<file path="config.mk">
export PLATFORM = sky130hd
export DESIGN_NAME = concentric_ring_pattern_pixel
export DESIGN_NICKNAME = d
export VERILOG_FILES = /design/src/design/crp_pkg.sv /design/src/design/crp_width_div.sv /design/src/design/crp_sqrt_cell.sv /design/src/design/crp_div_cell.sv /design/src/design/concentric_ring_pattern_pixel.sv
export SDC_FILE = /design/constraint.sdc
export NUM_CORES = 1
export LEC_CHECK = 0
export ABC_AREA = 1
export BUFFER_PORTS_ARGS = -buffer_cell sky130_fd_sc_hd__buf_2
export CORE_UTILIZATION = 50
export CTS_BUF_LIST = sky130_fd_sc_hd__clkbuf_16
export DETAILED_ROUTE_END_ITERATION = 7
export HOLD_SLACK_MARGIN = 0.15
export PLACE_DENSITY_LB_ADDON = 0.3
export SLEW_MARGIN = 30
export SYNTH_ARGS = -nofsm -noshare
export SYNTH_HDL_FRONTEND = slang
export SYNTH_SLANG_ARGS = --single-unit
</file>
<file path="constraint.sdc">
create_clock -name clock -period 6.4 [get_ports clock]
set_input_delay 0.32 -clock clock [delete_from_list [all_inputs] [get_ports clock]]
set_output_delay 0.32 -clock clock [all_outputs]
set_load 0.02 [all_outputs]
</file>
<file path="src/design/crp_pkg.sv">
// Shared types and constants for the concentric ring pattern pixel generator.
// No dependencies.
package crp_pkg;

   localparam int COORD_W    = 10;
   localparam int RADIUS_W   = 9;
   localparam int COUNT_W    = 10;
   localparam int SQ_W       = 2 * COORD_W;
   localparam int SUM_W      = SQ_W + 1;
   localparam int ROOT_W     = (SUM_W + 1) / 2;
   localparam int SQRT_STEPS = ROOT_W;
   localparam int DIV_STEPS  = ROOT_W;
   localparam int REM_W      = COUNT_W;
   localparam int DIV_CNT_W  = 4;
   localparam int CSR_IDX_W  = 2;
   localparam int CSR_DATA_W = 10;

   localparam logic [RADIUS_W-1:0] RADIUS_RESET     = 9'd250;
   localparam logic [COUNT_W-1:0]  RING_COUNT_RESET = 10'd10;
   localparam logic [RADIUS_W-1:0] RADIUS_TOP       = 9'd511;

   localparam logic [7:0] PIXEL_WHITE = 8'd255;
   localparam logic [7:0] PIXEL_BLACK = 8'd0;

   localparam logic [CSR_IDX_W-1:0] CSR_RADIUS     = 2'd0;
   localparam logic [CSR_IDX_W-1:0] CSR_RING_COUNT = 2'd1;

   typedef struct packed {
      logic [COORD_W-1:0] row;
      logic [COORD_W-1:0] col;
   } req_type;

   typedef struct packed {
      logic [7:0] pixel;
      logic       width_clamped;
   } rsp_type;

   typedef struct packed {
      logic [SUM_W-1:0] rem;
      logic [SUM_W-1:0] root;
   } sqrt_data_type;

   typedef struct packed {
      logic [ROOT_W-1:0] num;
      logic [REM_W-1:0]  rem;
      logic              qbit;
   } div_data_type;

   typedef struct packed {
      logic               busy;
      logic               clamped;
      logic [COUNT_W-1:0] width;
   } ring_cfg_type;

   typedef enum logic [1:0] {
      DIV_IDLE = 2'b01,
      DIV_RUN  = 2'b10
   } div_state_type;

endpackage

</file>
<file path="src/design/crp_width_div.sv">
// Ring width divider: side / count, restoring, one bit a cycle.
// Uses crp_pkg.
module crp_width_div (
   input  logic                          clock,
   input  logic                          reset,
   input  logic                          start,
   input  logic [crp_pkg::COUNT_W-1:0]   side,
   input  logic [crp_pkg::COUNT_W-1:0]   count,
   output crp_pkg::ring_cfg_type         cfg
);

   crp_pkg::div_state_type state_ff, state_in;
   logic [crp_pkg::DIV_CNT_W-1:0] cnt_ff, cnt_in;
   logic [crp_pkg::COUNT_W-1:0]   num_ff, num_in;
   logic [crp_pkg::COUNT_W-1:0]   den_ff, den_in;
   logic [crp_pkg::COUNT_W-1:0]   rem_ff, rem_in;
   logic [crp_pkg::COUNT_W-1:0]   quo_ff, quo_in;
   logic [crp_pkg::COUNT_W-1:0]   width_ff, width_in;
   logic                          clamped_ff, clamped_in;
   logic [crp_pkg::COUNT_W:0]     trial;
   logic                          qbit;
   logic [crp_pkg::COUNT_W-1:0]   quo_next;

   always_comb begin
      trial      = {rem_ff, num_ff[crp_pkg::COUNT_W-1]};
      qbit       = (trial >= {1'b0, den_ff});
      quo_next   = {quo_ff[crp_pkg::COUNT_W-2:0], qbit};
      state_in   = state_ff;
      cnt_in     = cnt_ff;
      num_in     = num_ff;
      den_in     = den_ff;
      rem_in     = rem_ff;
      quo_in     = quo_ff;
      width_in   = width_ff;
      clamped_in = clamped_ff;
      if (start) begin
         state_in = crp_pkg::DIV_RUN;
         cnt_in   = '0;
         num_in   = side;
         den_in   = count;
         rem_in   = '0;
         quo_in   = '0;
      end else begin
         case (state_ff)
            crp_pkg::DIV_IDLE: begin
            end
            crp_pkg::DIV_RUN: begin
               num_in = {num_ff[crp_pkg::COUNT_W-2:0], 1'b0};
               rem_in = qbit ? crp_pkg::COUNT_W'(trial - {1'b0, den_ff})
                             : crp_pkg::COUNT_W'(trial);
               quo_in = quo_next;
               cnt_in = cnt_ff + 1'b1;
               if (cnt_ff == crp_pkg::DIV_CNT_W'(crp_pkg::COUNT_W - 1)) begin
                  state_in   = crp_pkg::DIV_IDLE;
                  clamped_in = (quo_next == '0);
                  width_in   = (quo_next == '0) ? crp_pkg::COUNT_W'(1) : quo_next;
               end
            end
            default: begin
               state_in = crp_pkg::DIV_IDLE;
            end
         endcase
      end
   end

   always_ff @(posedge clock) begin
      if (reset) begin
         state_ff <= crp_pkg::DIV_IDLE;
         cnt_ff   <= '0;
      end else begin
         state_ff <= state_in;
         cnt_ff   <= cnt_in;
      end
      num_ff     <= num_in;
      den_ff     <= den_in;
      rem_ff     <= rem_in;
      quo_ff     <= quo_in;
      width_ff   <= width_in;
      clamped_ff <= clamped_in;
   end

   assign cfg.busy    = (state_ff != crp_pkg::DIV_IDLE);
   assign cfg.clamped = clamped_ff;
   assign cfg.width   = width_ff;

endmodule

</file>
<file path="src/design/crp_sqrt_cell.sv">
// One cell of the integer square root chain: resolves one root bit per cell.
// Uses crp_pkg.
module crp_sqrt_cell #(
   parameter int IDX = 0
) (
   input  logic                   clock,
   input  logic                   reset,
   input  logic                   valid_in,
   input  crp_pkg::sqrt_data_type data_in,
   input  logic                   ready_in,
   output logic                   valid_out,
   output crp_pkg::sqrt_data_type data_out,
   output logic                   ready_out
);

   localparam logic [crp_pkg::SUM_W-1:0] BIT =
      crp_pkg::SUM_W'(1) << (2 * (crp_pkg::SQRT_STEPS - 1 - IDX));

   logic                   valid_ff;
   crp_pkg::sqrt_data_type data_ff, data_in_next;
   logic [crp_pkg::SUM_W:0] trial;

   always_comb begin
      trial = {1'b0, data_in.root} + {1'b0, BIT};
      if ({1'b0, data_in.rem} >= trial) begin
         data_in_next.rem  = crp_pkg::SUM_W'({1'b0, data_in.rem} - trial);
         data_in_next.root = (data_in.root >> 1) + BIT;
      end else begin
         data_in_next.rem  = data_in.rem;
         data_in_next.root = data_in.root >> 1;
      end
   end

   assign ready_out = !valid_ff || ready_in;

   always_ff @(posedge clock) begin
      if (reset) begin
         valid_ff <= 1'b0;
      end else if (ready_out) begin
         valid_ff <= valid_in;
      end
      if (ready_out) begin
         data_ff <= data_in_next;
      end
   end

   assign valid_out = valid_ff;
   assign data_out  = data_ff;

endmodule

</file>
<file path="src/design/crp_div_cell.sv">
// One cell of the distance / ring width chain: one restoring division step.
// Uses crp_pkg.
module crp_div_cell #(
   parameter int BIT_POS = 0
) (
   input  logic                          clock,
   input  logic                          reset,
   input  logic [crp_pkg::COUNT_W-1:0]   width,
   input  logic                          valid_in,
   input  crp_pkg::div_data_type         data_in,
   input  logic                          ready_in,
   output logic                          valid_out,
   output crp_pkg::div_data_type         data_out,
   output logic                          ready_out
);

   logic                      valid_ff;
   crp_pkg::div_data_type     data_ff, data_in_next;
   logic [crp_pkg::REM_W:0]   trial;
   logic                      qbit;

   always_comb begin
      trial             = {data_in.rem, data_in.num[BIT_POS]};
      qbit              = (trial >= {1'b0, width});
      data_in_next.num  = data_in.num;
      data_in_next.qbit = qbit;
      data_in_next.rem  = qbit ? crp_pkg::REM_W'(trial - {1'b0, width})
                               : crp_pkg::REM_W'(trial);
   end

   assign ready_out = !valid_ff || ready_in;

   always_ff @(posedge clock) begin
      if (reset) begin
         valid_ff <= 1'b0;
      end else if (ready_out) begin
         valid_ff <= valid_in;
      end
      if (ready_out) begin
         data_ff <= data_in_next;
      end
   end

   assign valid_out = valid_ff;
   assign data_out  = data_ff;

endmodule

</file>
<file path="src/design/concentric_ring_pattern_pixel.sv">
// Concentric ring test pattern pixel generator, top level.
// Pipeline from req transfer to rsp valid: 3 front stages, 11 root cells,
// 11 division cells, output register. Throughput: one pixel per cycle while no stall holds it.
// Stages advance independently, so bubbles close up while rsp is stalled.
// Reset (synchronous): valid and configuration registers take their reset values; the
// ring width divider then runs with req_stall high, and again after each csr write.
module concentric_ring_pattern_pixel #(
   parameter int MAX_RADIUS = 511
) (
   input  logic                              clock,
   input  logic                              reset,
   input  logic                              req_valid,
   output logic                              req_stall,
   input  crp_pkg::req_type                  req_data,
   output logic                              rsp_valid,
   input  logic                              rsp_stall,
   output crp_pkg::rsp_type                  rsp_data,
   input  logic                              csr_valid,
   output logic                              csr_ready,
   input  logic [crp_pkg::CSR_IDX_W-1:0]     csr_index,
   input  logic [crp_pkg::CSR_DATA_W-1:0]    csr_wdata
);

   localparam logic [crp_pkg::RADIUS_W-1:0] R_LIMIT =
      (MAX_RADIUS > int'(crp_pkg::RADIUS_TOP)) ? crp_pkg::RADIUS_TOP
                                               : crp_pkg::RADIUS_W'(MAX_RADIUS);

   localparam int NS = crp_pkg::SQRT_STEPS;
   localparam int ND = crp_pkg::DIV_STEPS;

   // configuration
   logic [crp_pkg::RADIUS_W-1:0] radius_ff;
   logic [crp_pkg::COUNT_W-1:0]  ring_count_ff;
   logic                         start_ff;
   logic [crp_pkg::RADIUS_W-1:0] r_sat;
   logic [crp_pkg::COUNT_W-1:0]  side;
   logic [crp_pkg::COUNT_W-1:0]  count;
   crp_pkg::ring_cfg_type        cfg;
   logic                         busy;
   logic                         csr_xfer;

   assign csr_ready = 1'b1;
   assign csr_xfer  = csr_valid && csr_ready;

   always_ff @(posedge clock) begin
      if (reset) begin
         radius_ff     <= crp_pkg::RADIUS_RESET;
         ring_count_ff <= crp_pkg::RING_COUNT_RESET;
         start_ff      <= 1'b1;
      end else begin
         start_ff <= csr_xfer;
         if (csr_xfer) begin
            case (csr_index)
               crp_pkg::CSR_RADIUS:     radius_ff <= csr_wdata[crp_pkg::RADIUS_W-1:0];
               crp_pkg::CSR_RING_COUNT: ring_count_ff <= csr_wdata[crp_pkg::COUNT_W-1:0];
               default: begin
               end
            endcase
         end
      end
   end

   assign r_sat = (radius_ff > R_LIMIT) ? R_LIMIT : radius_ff;
   assign side  = {r_sat, 1'b1};
   assign count = (ring_count_ff == '0) ? crp_pkg::COUNT_W'(1) : ring_count_ff;

   crp_width_div u_width_div (
      .clock (clock),
      .reset (reset),
      .start (start_ff),
      .side  (side),
      .count (count),
      .cfg   (cfg)
   );

   assign busy = start_ff || cfg.busy;

   // front stages: |d|, squares, sum
   logic                          va_ff, vb_ff, vc_ff;
   logic [crp_pkg::COORD_W-1:0]   dx_ff, dy_ff;
   logic [crp_pkg::COORD_W-1:0]   dx_in, dy_in;
   logic [crp_pkg::SQ_W-1:0]      dxsq_ff, dysq_ff;
   logic [crp_pkg::SUM_W-1:0]     sum_ff;
   logic                          rdy_a, rdy_b, rdy_c;
   logic [crp_pkg::COORD_W-1:0]   r_ext;
   logic                          req_xfer;

   assign r_ext = crp_pkg::COORD_W'(r_sat);
   assign dx_in = (req_data.row >= r_ext) ? req_data.row - r_ext : r_ext - req_data.row;
   assign dy_in = (req_data.col >= r_ext) ? req_data.col - r_ext : r_ext - req_data.col;

   assign rdy_b     = !vb_ff || rdy_c;
   assign rdy_a     = !va_ff || rdy_b;
   assign req_stall = !rdy_a || busy;
   assign req_xfer  = req_valid && !req_stall;

   always_ff @(posedge clock) begin
      if (reset) begin
         va_ff <= 1'b0;
         vb_ff <= 1'b0;
         vc_ff <= 1'b0;
      end else begin
         if (rdy_a) va_ff <= req_xfer;
         if (rdy_b) vb_ff <= va_ff;
         if (rdy_c) vc_ff <= vb_ff;
      end
      if (rdy_a) begin
         dx_ff <= dx_in;
         dy_ff <= dy_in;
      end
      if (rdy_b) begin
         dxsq_ff <= dx_ff * dx_ff;
         dysq_ff <= dy_ff * dy_ff;
      end
      if (rdy_c) begin
         sum_ff <= {1'b0, dxsq_ff} + {1'b0, dysq_ff};
      end
   end

   // square root chain
   logic                   sq_valid [NS+1];
   crp_pkg::sqrt_data_type sq_data  [NS+1];
   logic                   sq_ready [NS+1];

   assign sq_valid[0]     = vc_ff;
   assign sq_data[0].rem  = sum_ff;
   assign sq_data[0].root = '0;
   assign rdy_c           = !vc_ff || sq_ready[0];

   for (genvar i = 0; i < NS; i++) begin : g_sqrt
      crp_sqrt_cell #(.IDX(i)) u_cell (
         .clock     (clock),
         .reset     (reset),
         .valid_in  (sq_valid[i]),
         .data_in   (sq_data[i]),
         .ready_in  (sq_ready[i+1]),
         .valid_out (sq_valid[i+1]),
         .data_out  (sq_data[i+1]),
         .ready_out (sq_ready[i])
      );
   end

   // division chain, most significant quotient bit first
   logic                  dv_valid [ND+1];
   crp_pkg::div_data_type dv_data  [ND+1];
   logic                  dv_ready [ND+1];

   assign dv_valid[0]     = sq_valid[NS];
   assign dv_data[0].num  = sq_data[NS].root[crp_pkg::ROOT_W-1:0];
   assign dv_data[0].rem  = '0;
   assign dv_data[0].qbit = 1'b0;
   assign sq_ready[NS]    = dv_ready[0];

   for (genvar j = 0; j < ND; j++) begin : g_div
      crp_div_cell #(.BIT_POS(ND - 1 - j)) u_cell (
         .clock     (clock),
         .reset     (reset),
         .width     (cfg.width),
         .valid_in  (dv_valid[j]),
         .data_in   (dv_data[j]),
         .ready_in  (dv_ready[j+1]),
         .valid_out (dv_valid[j+1]),
         .data_out  (dv_data[j+1]),
         .ready_out (dv_ready[j])
      );
   end

   // output register
   logic             rsp_valid_ff;
   crp_pkg::rsp_type rsp_data_ff;
   logic             out_ready;

   assign out_ready    = !rsp_valid_ff || !rsp_stall;
   assign dv_ready[ND] = out_ready;

   always_ff @(posedge clock) begin
      if (reset) begin
         rsp_valid_ff <= 1'b0;
      end else if (out_ready) begin
         rsp_valid_ff <= dv_valid[ND];
      end
      if (out_ready) begin
         rsp_data_ff.pixel         <= dv_data[ND].qbit ? crp_pkg::PIXEL_BLACK
                                                       : crp_pkg::PIXEL_WHITE;
         rsp_data_ff.width_clamped <= cfg.clamped;
      end
   end

   assign rsp_valid = rsp_valid_ff;
   assign rsp_data  = rsp_data_ff;

   // checks
   a_width_nonzero: assert property (@(posedge clock) disable iff (reset)
      !busy |-> (cfg.width != '0))
      else $error("ring width is zero while divider idle");

   a_clamp_width_one: assert property (@(posedge clock) disable iff (reset)
      (!busy && cfg.clamped) |-> (cfg.width == crp_pkg::COUNT_W'(1)))
      else $error("clamped ring width is not one");

   a_csr_blocks_req: assert property (@(posedge clock) disable iff (reset)
      csr_xfer |=> req_stall)
      else $error("req taken right after csr write");

   a_pixel_code: assert property (@(posedge clock) disable iff (reset)
      rsp_valid_ff |-> (rsp_data_ff.pixel == crp_pkg::PIXEL_WHITE ||
                        rsp_data_ff.pixel == crp_pkg::PIXEL_BLACK))
      else $error("pixel is neither black nor white");

endmodule
</file>
==> results.py, run 1 <==
metrics = {
    "run_status": {
        "status": "finished clean",
    },
    "grt": {
        "grt_pass1_vias": 23300,
        "overflow": 0,
        "grt_use_total": 0.187,
        "antenna_found_initial": 1,
        "grt_pass1_wl_microns": 112000,
        "grt_max_degree": 40,
    },
    "cells_and_area": {
        "layout_commonest_cell": "inv_1",
        "antenna_cells": 0,
        "layout_common_cells": "inv_1 (558), edfxtp_1 (543), nand2_1 (424)",
        "fin_area_sq_um": 39700,
        "seqCellArea_sq_um": 17700,
        "fillers": 6039,
        "multi_input_area_sq_um": 16000,
        "fin_nets": 4011,
        "area_growth_pct": 9.97,
        "final_layout_size_suffix_gt1_frac": 0.0542,
        "utilization": 0.556,
    },
    "clock_tree": {
        "clkTransAtPathRegs_ns": 0.07,
        "cts_buffer_depth": 3,
        "cts_resized": 0,
        "insertion_delay_ns": 0.62,
        "cts_htree_levels": 3,
        "cts-root-buf": "clkbuf_16",
        "cts_tree": "yes",
        "cts_buffers": 68,
        "clkSinkCount": 615,
    },
    "synthesis": {
        "ys_seq_area_frac": 0.491,
        "synth_edf_count": 543,
        "yosys_warnings": 0,
        "synthesis.nets": 3963,
        "syn-instance-count": 3480,
        "synthArstFlopShare": 0,
        "synth.avg_cell_area_sq_um": 10.4,
        "ys.flop_type": "edfxtp_1",
        "syn_area_sq_um": 36100,
        "synth-seq-cells": 615,
        "yosysUniqueCellTypes": 60,
    },
    "sta": {
        "skew_ns": 0.0317,
        "hold_viol": 0,
        "period_share": 0.898,
        "maxSlewViolCount": 0,
        "setup_tns_ns": 0,
        "setup_viol": 0,
        "fin_crit_ns": 5.75,
        "max_freq_ghz": 0.174,
        "holdWs_ns": 0.241,
        "relSlewSlack": 0.382,
        "worstMarginPinSlew_ns": 0.924,
        "rsz0062_at_grt": "false",
    },
    "worst_setup_path": {
        "critPathCaptureType": "primary output",
        "critical_path_required_ns": 6.08,
        "crit_fanout": 33,
        "crit_type": "reg2out",
        "cp.arrival_ns": 5.43,
        "start_kind": "register",
    },
    "route": {
        "dr.pass1.iters": 5,
        "final_antenna_net_count": 0,
        "route.detailed.drc": 0,
        "vias": 23300,
        "vias_per_cell": 5.14,
        "post_drt_wl_per_cell_microns": 14.8,
        "routed_wl_microns": 67200,
        "drtIter0Drc": 1367,
    },
    "die": {
        "die_area_sq_um": 73400,
        "fp-row-count": 98,
        "pin_count": 49,
        "die_h_microns": 271,
        "die_width_microns": 271,
        "core_sq_um": 71500,
        "start_util": 0.506,
    },
    "min_path": {
        "hold_path_class": "in2reg",
    },
    "placed_design": {
        "gp_congestion": 0.887,
        "hpwl_microns": 49500,
        "io_buffer_count": 47,
        "placed_cell_area_sq_um": 37300,
    },
    "job": {
        "drv_cap": 0,
    },
}
## final cells by class
cell class	instances	share of cell area
Clock buffer	72	0.0453
Clock inverter	50	0.0120
Inverter	548	0.0518
Multi-Input combinational cell	2223	0.403
Sequential cell	615	0.447
Tap cell	950	0.0299
Timing Repair Buffer	72	0.0119
## cell usage after synthesis (all sizes together) (5+ instances only)
| master | n | share of area |
|---|---|---|
| inv | 547 | 0.057 |
| edfxtp | 543 | 0.45 |
| nand2 | 429 | 0.045 |
| ha | 339 | 0.12 |
| a21oi | 326 | 0.045 |
| nor2 | 292 | 0.032 |
| o21ai | 166 | 0.023 |
| xor2 | 164 | 0.040 |
| fa | 107 | 0.059 |
| clkbuf | 80 | 0.0083 |
| dfxtp | 72 | 0.040 |
| xnor2 | 68 | 0.016 |
| nand3 | 64 | 0.0091 |
| nor4 | 38 | 0.0066 |
| nor3 | 30 | 0.0043 |
| nand4 | 29 | 0.0075 |
| o21bai | 26 | 0.0054 |
| a21o | 19 | 0.0039 |
| a211oi | 14 | 0.0029 |
| buf | 14 | 0.0024 |
| o211ai | 13 | 0.0027 |
| nand3b | 11 | 0.0023 |
| o22ai | 9 | 0.0016 |
| or2 | 8 | 0.0014 |
| and2 | 7 | 0.0012 |
| a31oi | 6 | 0.0010 |
| a41oi | 6 | 0.0015 |
| o221ai | 5 | 0.0012 |
| o31ai | 5 | 0.0010 |
## routing by layer
metal	vias to the layer above	routed length, microns	part of all wire	global-route usage
li1	11900	-	-	-
met1	11000	30200	0.45	0.241
met2	318	32700	0.49	0.320
met3	123	2340	0.035	0.0280
met4	2	1930	0.029	0.0674
met5	-	13	0.00019	0
## per-stage QoR
step,std cells,worst slack (ns)
3_3_place_gp,4388,0.876
6_report,4530,0.653
5_1_grt,4530,0.0698
2_1_floorplan,3480,1.09
4_1_cts,4530,0.498
3_5_place_dp,4388,0.808
## cell families (layout without fill, tap and decap cells)
logic type,after synthesis,after routing,synth area share
xor gates and xnor gates,232,232,0.0562
other,2,2,0.000208
AOI/OAI and AO/OA,620,620,0.0956
DFF,615,615,0.491
buffers and inverters,642,742,0.0676
muxes,8,8,0.00235
and+or+nand+nor,915,915,0.110
adders and majority gates,446,446,0.177
## state kept, by name (all words and copies together) (netlist names), 2 cells and up
signal,flops
dysq_ff,19
ring_count_ff,10
g_div.u_cell.data_out,156
g_sqrt.u_cell.data_out,276
u_width_div.num_ff,10
g_div.u_cell.valid_out,11
rsp_data,2
u_width_div.width_ff,10
g_sqrt.u_cell.valid_out,11
sum_ff,21
u_width_div.quo_ff,9
u_width_div.cnt_ff,4
dx_ff,10
dy_ff,10
dxsq_ff,19
u_width_div.state_ff,2
u_width_div.den_ff,10
u_width_div.rem_ff,10
radius_ff,9
## critical path: stages (launching register included)
cell,delay [ns]
dfxtp_1,0.36
nand3_2,0.14
nor2_4,0.14
nand4_4,0.30
nor2_4,0.26
nand4_4,0.08
buf_4,0.23
nor2_4,0.18
nand4_4,0.09
buf_4,0.28
nor2_4,0.23
nand4_4,0.42
nor2_4,0.34
nand4_4,0.44
nor2_8,0.28
nand4_4,0.41
nand2_1,0.38
buf_2,0.22
## timing repair
action                    CTS  global route
hold endpoints to repair   28             0
buffers inserted            0             0
hold buffers               20             0
## worst paths after layout
kind	depth (start not counted)	startpoint	endpoint	slack, ns
worst max-delay path	17	rsp_valid	req_stall	0.65
worst min-delay path	4	req_data[0]	dy_ff[0]	0.24
worst min register to register	0	sum_ff[11]	g_sqrt[0].u_cell.data_out[32]	0.41
worst max register to register	24	dx_ff[7]	dxsq_ff[18]	0.80
Power of run 1 is not shown: default switching activity piles up to over one toggle a cycle in this logic, so the estimate is an artifact.
==> run 2: changes to the inputs <==
Settings changed: ABC_AREA 1 to not set.
==> results.py, run 2 <==
metrics = {
    "die": {
        "pin_count": 49,
        "die_area_sq_um": 73800,
        "die_width_microns": 272,
        "die_h_microns": 272,
        "start_util": 0.507,
        "core_sq_um": 71700,
        "fp-row-count": 98,
    },
    "cells_and_area": {
        "final_layout_size_suffix_gt1_frac": 0.0884,
        "area_growth_pct": 9.80,
        "fin_cells": 4196,
        "fin_nets": 3674,
        "layout_common_cells": "edfxtp_1 (543), ha_1 (339), inv_1 (333)",
        "largest_register_ffs": 276,
        "layout_commonest_cell": "edfxtp_1",
    },
    "sta": {
        "relSlewSlack": 0.352,
        "skew_ns": 0.0199,
        "holdWs_ns": 0.221,
        "setup_viol": 0,
        "fin_crit_ns": 5.79,
        "max_freq_ghz": 0.173,
        "period_share": 0.905,
        "finalWorstSetupSlack_ns": 0.608,
        "hold_viol": 0,
        "setup_tns_ns": 0,
        "maxSlewViolCount": 0,
        "rsz0062_at_grt": "false",
        "worstMarginPinSlew_ns": 0.970,
    },
    "route": {
        "drtIter0Drc": 1162,
        "final_antenna_net_count": 0,
        "met1Wirelength_microns": 30000,
        "route.detailed.drc": 0,
        "top_layer": "met4",
        "vias_per_cell": 5.47,
        "post_drt_wl_per_cell_microns": 16.6,
        "dr.pass1.iters": 6,
        "wl_met2_microns": 35600,
        "routed_wl_microns": 69900,
        "vias": 23000,
        "route.met3.wl_microns": 2360,
    },
    "synthesis": {
        "yosys_warnings": 0,
        "yosysUniqueCellTypes": 77,
        "synthMostInstantiatedCell": "edfxtp_1",
        "synth_edf_count": 543,
        "ys_seq_area_frac": 0.488,
        "synth_top_area_frac": 0.449,
        "synthArstFlopShare": 0,
        "yosys-top-cells-count": "edfxtp_1 (543), ha_1 (339), inv_1 (325)",
        "yosysTopAreaCell": "edfxtp_1",
        "synthesis.nets": 3621,
        "synth.avg_cell_area_sq_um": 11.6,
        "ys.flop_type": "edfxtp_1",
        "synth_area_leaders": "edfxtp_1 (45%), ha_1 (12%), fa_1 (5.9%)",
        "syn-instance-count": 3138,
        "syn_area_sq_um": 36400,
        "synth-seq-cells": 615,
    },
    "placed_design": {
        "gp_congestion": 0.909,
        "io_buffer_count": 47,
        "preCtsSetupSlack_ns": 0.535,
        "hpwl_microns": 51900,
        "placedCellCount": 4056,
    },
    "clock_tree": {
        "cts_tree": "yes",
        "insertion_delay_ns": 0.61,
        "cts-root-buf": "clkbuf_16",
        "cts_setup_buffers": 0,
        "cts_buffer_depth": 3,
        "cts_resized": 0,
        "cts_buffers": 68,
        "holdBufCountCts": 15,
        "clkSinkCount": 615,
        "cts_htree_levels": 3,
        "clkTransAtPathRegs_ns": 0.06,
    },
    "min_path": {
        "hold_path_class": "in2reg",
        "hold_depth": 2,
    },
    "worst_setup_path": {
        "start_kind": "register",
        "cp.arrival_ns": 6.14,
        "critical_path_required_ns": 6.75,
        "crit_end": "dxsq_ff[19]",
        "reg2reg_from": "dx_ff[0]",
        "crit_type": "reg2reg",
        "r2r-end": "dxsq_ff[19]",
        "crit_fanout": 14,
        "crit_start": "dx_ff[0]",
        "critPathCaptureType": "register",
        "rr_worst_depth": 16,
        "r2r_setup_slack_ns": 0.61,
    },
    "grt": {
        "grt_max_degree": 56,
        "grt_pass1_vias": 23700,
        "overflow": 0,
        "antenna_found_initial": 1,
        "grt_pass1_wl_microns": 117000,
        "grt_use_total": 0.194,
    },
    "power_and_ir_drop": {
        "power_leakage_nw": 17.1,
        "power.density_nw_per_um2": 597,
        "peakVddDrop_mv": 1.14,
        "total_power_mw": 23.8,
    },
    "job": {
        "drv_cap": 0,
    },
    "run_status": {
        "status": "finished clean",
    },
}
[run 2: cell count changes after synthesis, sizes merged, moves of 34 or more]
cell | before | now
nand2 | 429 | 191
inv | 547 | 325
a21oi | 326 | 159
nor2 | 292 | 195
xor2 | 164 | 71
mux2 | 4 | 82
and2 | 7 | 71
xnor2 | 68 | 127
nand2b | 0 | 54
nor2b | 0 | 54
o21ai | 166 | 116
a21o | 19 | 65
mux2i | 4 | 46
o21a | 4 | 38
[run 2: worst min path at each step]
stage          slack, ns                          start                             to
6_report            0.22                          reset               ring_count_ff[8]
2_1_floorplan       0.40  g_sqrt[10].u_cell.data_out[0]   g_div[0].u_cell.data_out[11]
4_1_cts             0.19                          reset               ring_count_ff[8]
3_5_place_dp        0.41                      sum_ff[1]  g_sqrt[0].u_cell.data_out[22]
5_1_grt             0.21                          reset                   radius_ff[2]
3_3_place_gp        0.41   g_div[0].u_cell.data_out[14]   g_div[1].u_cell.data_out[14]
[run 2: area by class of cell]
class	instances	area [sq um]
fill	5880	31800
sequential	615	17700
multi-input combinational	2109	17000
clock buffer	73	1830
inverter	325	1220
tap	950	1190
timing repair buffer	72	463
clock inverter	51	449
antenna	1	2.50
[run 2: stage by stage]
step,instance area (sq um),util
after detailed placement,37500,0.522
final,39900,0.556
after floorplan,36400,-
after global placement,37500,0.522
after CTS,39900,0.556
after global routing,39900,0.556
[run 2: cell families (layout without fill, tap and decap cells)]
group                    Yosys count  count (layout)  synth area share
AND/OR/NAND/NOR                  800             800             0.111
buffers and inverters            414             521            0.0443
other                              2               3          0.000207
adder cells (fa/ha/maj)          446             446             0.176
multiplexers                     128             128            0.0381
flip-flops                       615             615             0.488
XOR/XNOR                         198             198            0.0477
AO/OA/AOI/OAI                    535             535            0.0945
[run 2: worst max-delay path, cell delays in order, from the launching register on]
cell	delay, ns
edfxtp_1	0.53
and2_1	0.28
fa_1	0.56
inv_1	0.06
fa_1	0.53
inv_1	0.06
fa_1	0.50
fa_1	0.58
fa_1	0.43
ha_1	0.26
or4_1	0.49
o221ai_1	0.27
a21oi_1	0.13
and4_1	0.24
a2111oi_4	0.32
a21oi_1	0.14
xnor2_1	0.14
[run 2: routing by layer]
| layer | vias up | global-route usage |
|---|---|---|
| li1 | 11300 | - |
| met1 | 11200 | 0.238 |
| met2 | 406 | 0.349 |
| met3 | 119 | 0.0268 |
| met4 | 0 | 0.0679 |
| met5 | - | 0 |
[run 2: report_power, final]
| group | internal (mW) | switching (mW) |
|---|---|---|
| sequential | 6.55 | 0.777 |
| combinational | 5.69 | 6.91 |
| clock | 2.35 | 1.57 |
Power figures use the tool's default switching activity.
==> run 3: changes to the inputs <==
Settings changed: GPL_TIMING_DRIVEN set to 0.
==> results.py, run 3 (synthesis gave the netlist of run 2 again) <==
metrics = {
    "sta": {
        "hold_viol": 0,
        "skew_ns": 0.0228,
        "maxSlewViolCount": 0,
        "setup_viol": 0,
        "rsz0062_at_grt": "false",
        "period_share": 0.928,
        "setup_tns_ns": 0,
        "worstMarginPinSlew_ns": 0.959,
        "holdWs_ns": 0.173,
        "relSlewSlack": 0.359,
        "fin_crit_ns": 5.94,
        "max_freq_ghz": 0.168,
    },
    "worst_setup_path": {
        "start_kind": "register",
        "path_common_cell": "fa_1",
        "crit_path_top_delay_cell": "fa_1",
        "crit_type": "reg2reg",
        "critPathMaxStageDelay_ns": 0.57,
        "crit_chain": "clkbuf_1 > and2_1 > fa_1 > inv_1 > fa_1 > inv_1 > fa_1 > fa_1 > fa_1 > ha_1 > or4_1 > o221ai_2 > a21oi_1 > and4_1 > a2111oi_4 > a21oi_1 > xnor2_1",
        "reg2reg_from": "dx_ff[0]",
        "cp.arrival_ns": 6.28,
        "critPathCaptureType": "register",
        "crit_fanout": 10,
        "crit_start": "dx_ff[0]",
        "critical_path_required_ns": 6.74,
    },
    "route": {
        "vias_per_cell": 5.31,
        "final_antenna_net_count": 0,
        "dr.pass1.iters": 7,
        "post_drt_wl_per_cell_microns": 15.8,
        "route.detailed.drc": 0,
        "routed_wl_microns": 67500,
        "drtIter0Drc": 1066,
        "vias": 22700,
    },
    "power_and_ir_drop": {
        "power.density_nw_per_um2": 593,
        "power_leakage_nw": 17.3,
        "peakVddDrop_mv": 1.22,
    },
    "cells_and_area": {
        "layout_commonest_cell": "edfxtp_1",
        "utilization": 0.562,
        "area_growth_pct": 10.9,
        "final_layout_size_suffix_gt1_frac": 0.0880,
        "antenna_cells": 0,
        "fin_area_sq_um": 40300,
        "layout_common_cells": "edfxtp_1 (543), inv_1 (340), ha_1 (339)",
        "fin_nets": 3757,
        "largest_register_ffs": 276,
    },
    "grt": {
        "grt_pass1_wl_microns": 113000,
        "grt_pass1_vias": 23000,
        "overflow": 0,
        "grt_use_total": 0.189,
        "antenna_found_initial": 0,
        "grt_max_degree": 41,
    },
    "job": {
        "drv_cap": 0,
    },
    "placed_design": {
        "hpwl_microns": 50300,
        "io_buffer_count": 46,
        "placed_cell_area_sq_um": 37800,
        "gp_congestion": 0.853,
    },
    "clock_tree": {
        "cts-root-buf": "clkbuf_16",
        "cts_htree_levels": 3,
        "clkTransAtPathRegs_ns": 0.06,
        "cts_buffers": 68,
        "insertion_delay_ns": 0.60,
        "cts_buffer_depth": 3,
        "clkSinkCount": 615,
        "cts_tree": "yes",
    },
    "run_status": {
        "status": "finished clean",
    },
    "die": {
        "start_util": 0.507,
        "fp-row-count": 98,
        "pin_count": 49,
        "die_width_microns": 272,
        "core_sq_um": 71700,
        "die_area_sq_um": 73800,
        "die_h_microns": 272,
    },
    "min_path": {
        "min-delay-start": "csr_index[0]",
        "hold_path_class": "in2reg",
    },
}
run 3: cell count changes in the layout (fill, tap and decap cells not counted), sizes merged:
cell         change
diode            -1
inv              +7
clkinv           -7
buf             +13
dlygate4sd3      +4
clkbuf          +67
clkinvlp         -2
bufinv           +1
run 3: what timing repair did:
action / in CTS / in global routing
hold buffers: 17 / 2
setup endpoints to repair: 0 / 1
gates resized for setup: 0 / 1
setup buffers: 0 / 0
hold endpoints to repair: 27 / 1
run 3: final timing paths:
check	end	slack, ns	depth (start not counted)
max reg2reg	dxsq_ff[19]	0.46	17
max	dxsq_ff[19]	0.46	17
min	radius_ff[4]	0.17	4
min reg2reg	g_div[9].u_cell.data_out[11]	0.41	0
run 3: cell type report:
cell class / count / area, sq um
clock inverters: 50 / 453
inverters: 325 / 1220
repair buffers: 66 / 428
plain buffers: 89 / 392
well taps: 950 / 1190
flip-flops and latches: 615 / 17700
clock buffers: 74 / 1850
multi-input cells: 2109 / 17000
fillers: 5950 / 31400
run 3: metrics by stage:
step,power [mW],std cells,setup slack [ns]
after floorplan,16.9,3138,0.906
after global placement,19.8,4134,0.399
after detailed placement,19.9,4135,0.344
after CTS,24.1,4276,0.324
after global routing,26.2,4278,0.0931
final,23.9,4278,0.459
run 3: critical path: cells and delay by family, from the launching register on:
kind | cells | cell delay (ns)
adder cells (fa/ha/maj) | 6 | 2.84
AND/OR/NAND/NOR | 3 | 1.02
XOR/XNOR | 1 | 0.17
AO/OA/AOI/OAI | 4 | 0.81
buffers and inverters | 3 | 0.37
flip-flops | 1 | 0.47
run 3: where the power goes:
group | internal [mW] | leakage, nW | total (mW) | switching [mW]
Clock | 2.41 | 1.18 | 3.95 | 1.55
Sequential | 6.55 | 6.15 | 7.25 | 0.700
Combinational | 5.72 | 9.93 | 12.7 | 6.99
Total | 14.7 | 17.3 | 23.9 | 9.24
run 3: layer usage:
layer | vias up | global-route usage | routed length [microns]
met1 | 10900 | 0.240 | 30300
met2 | 263 | 0.333 | 33800
met3 | 102 | 0.0276 | 1890
met4 | 0 | 0.0523 | 1490
met5 | - | 0 | 0
li1 | 11400 | - | -
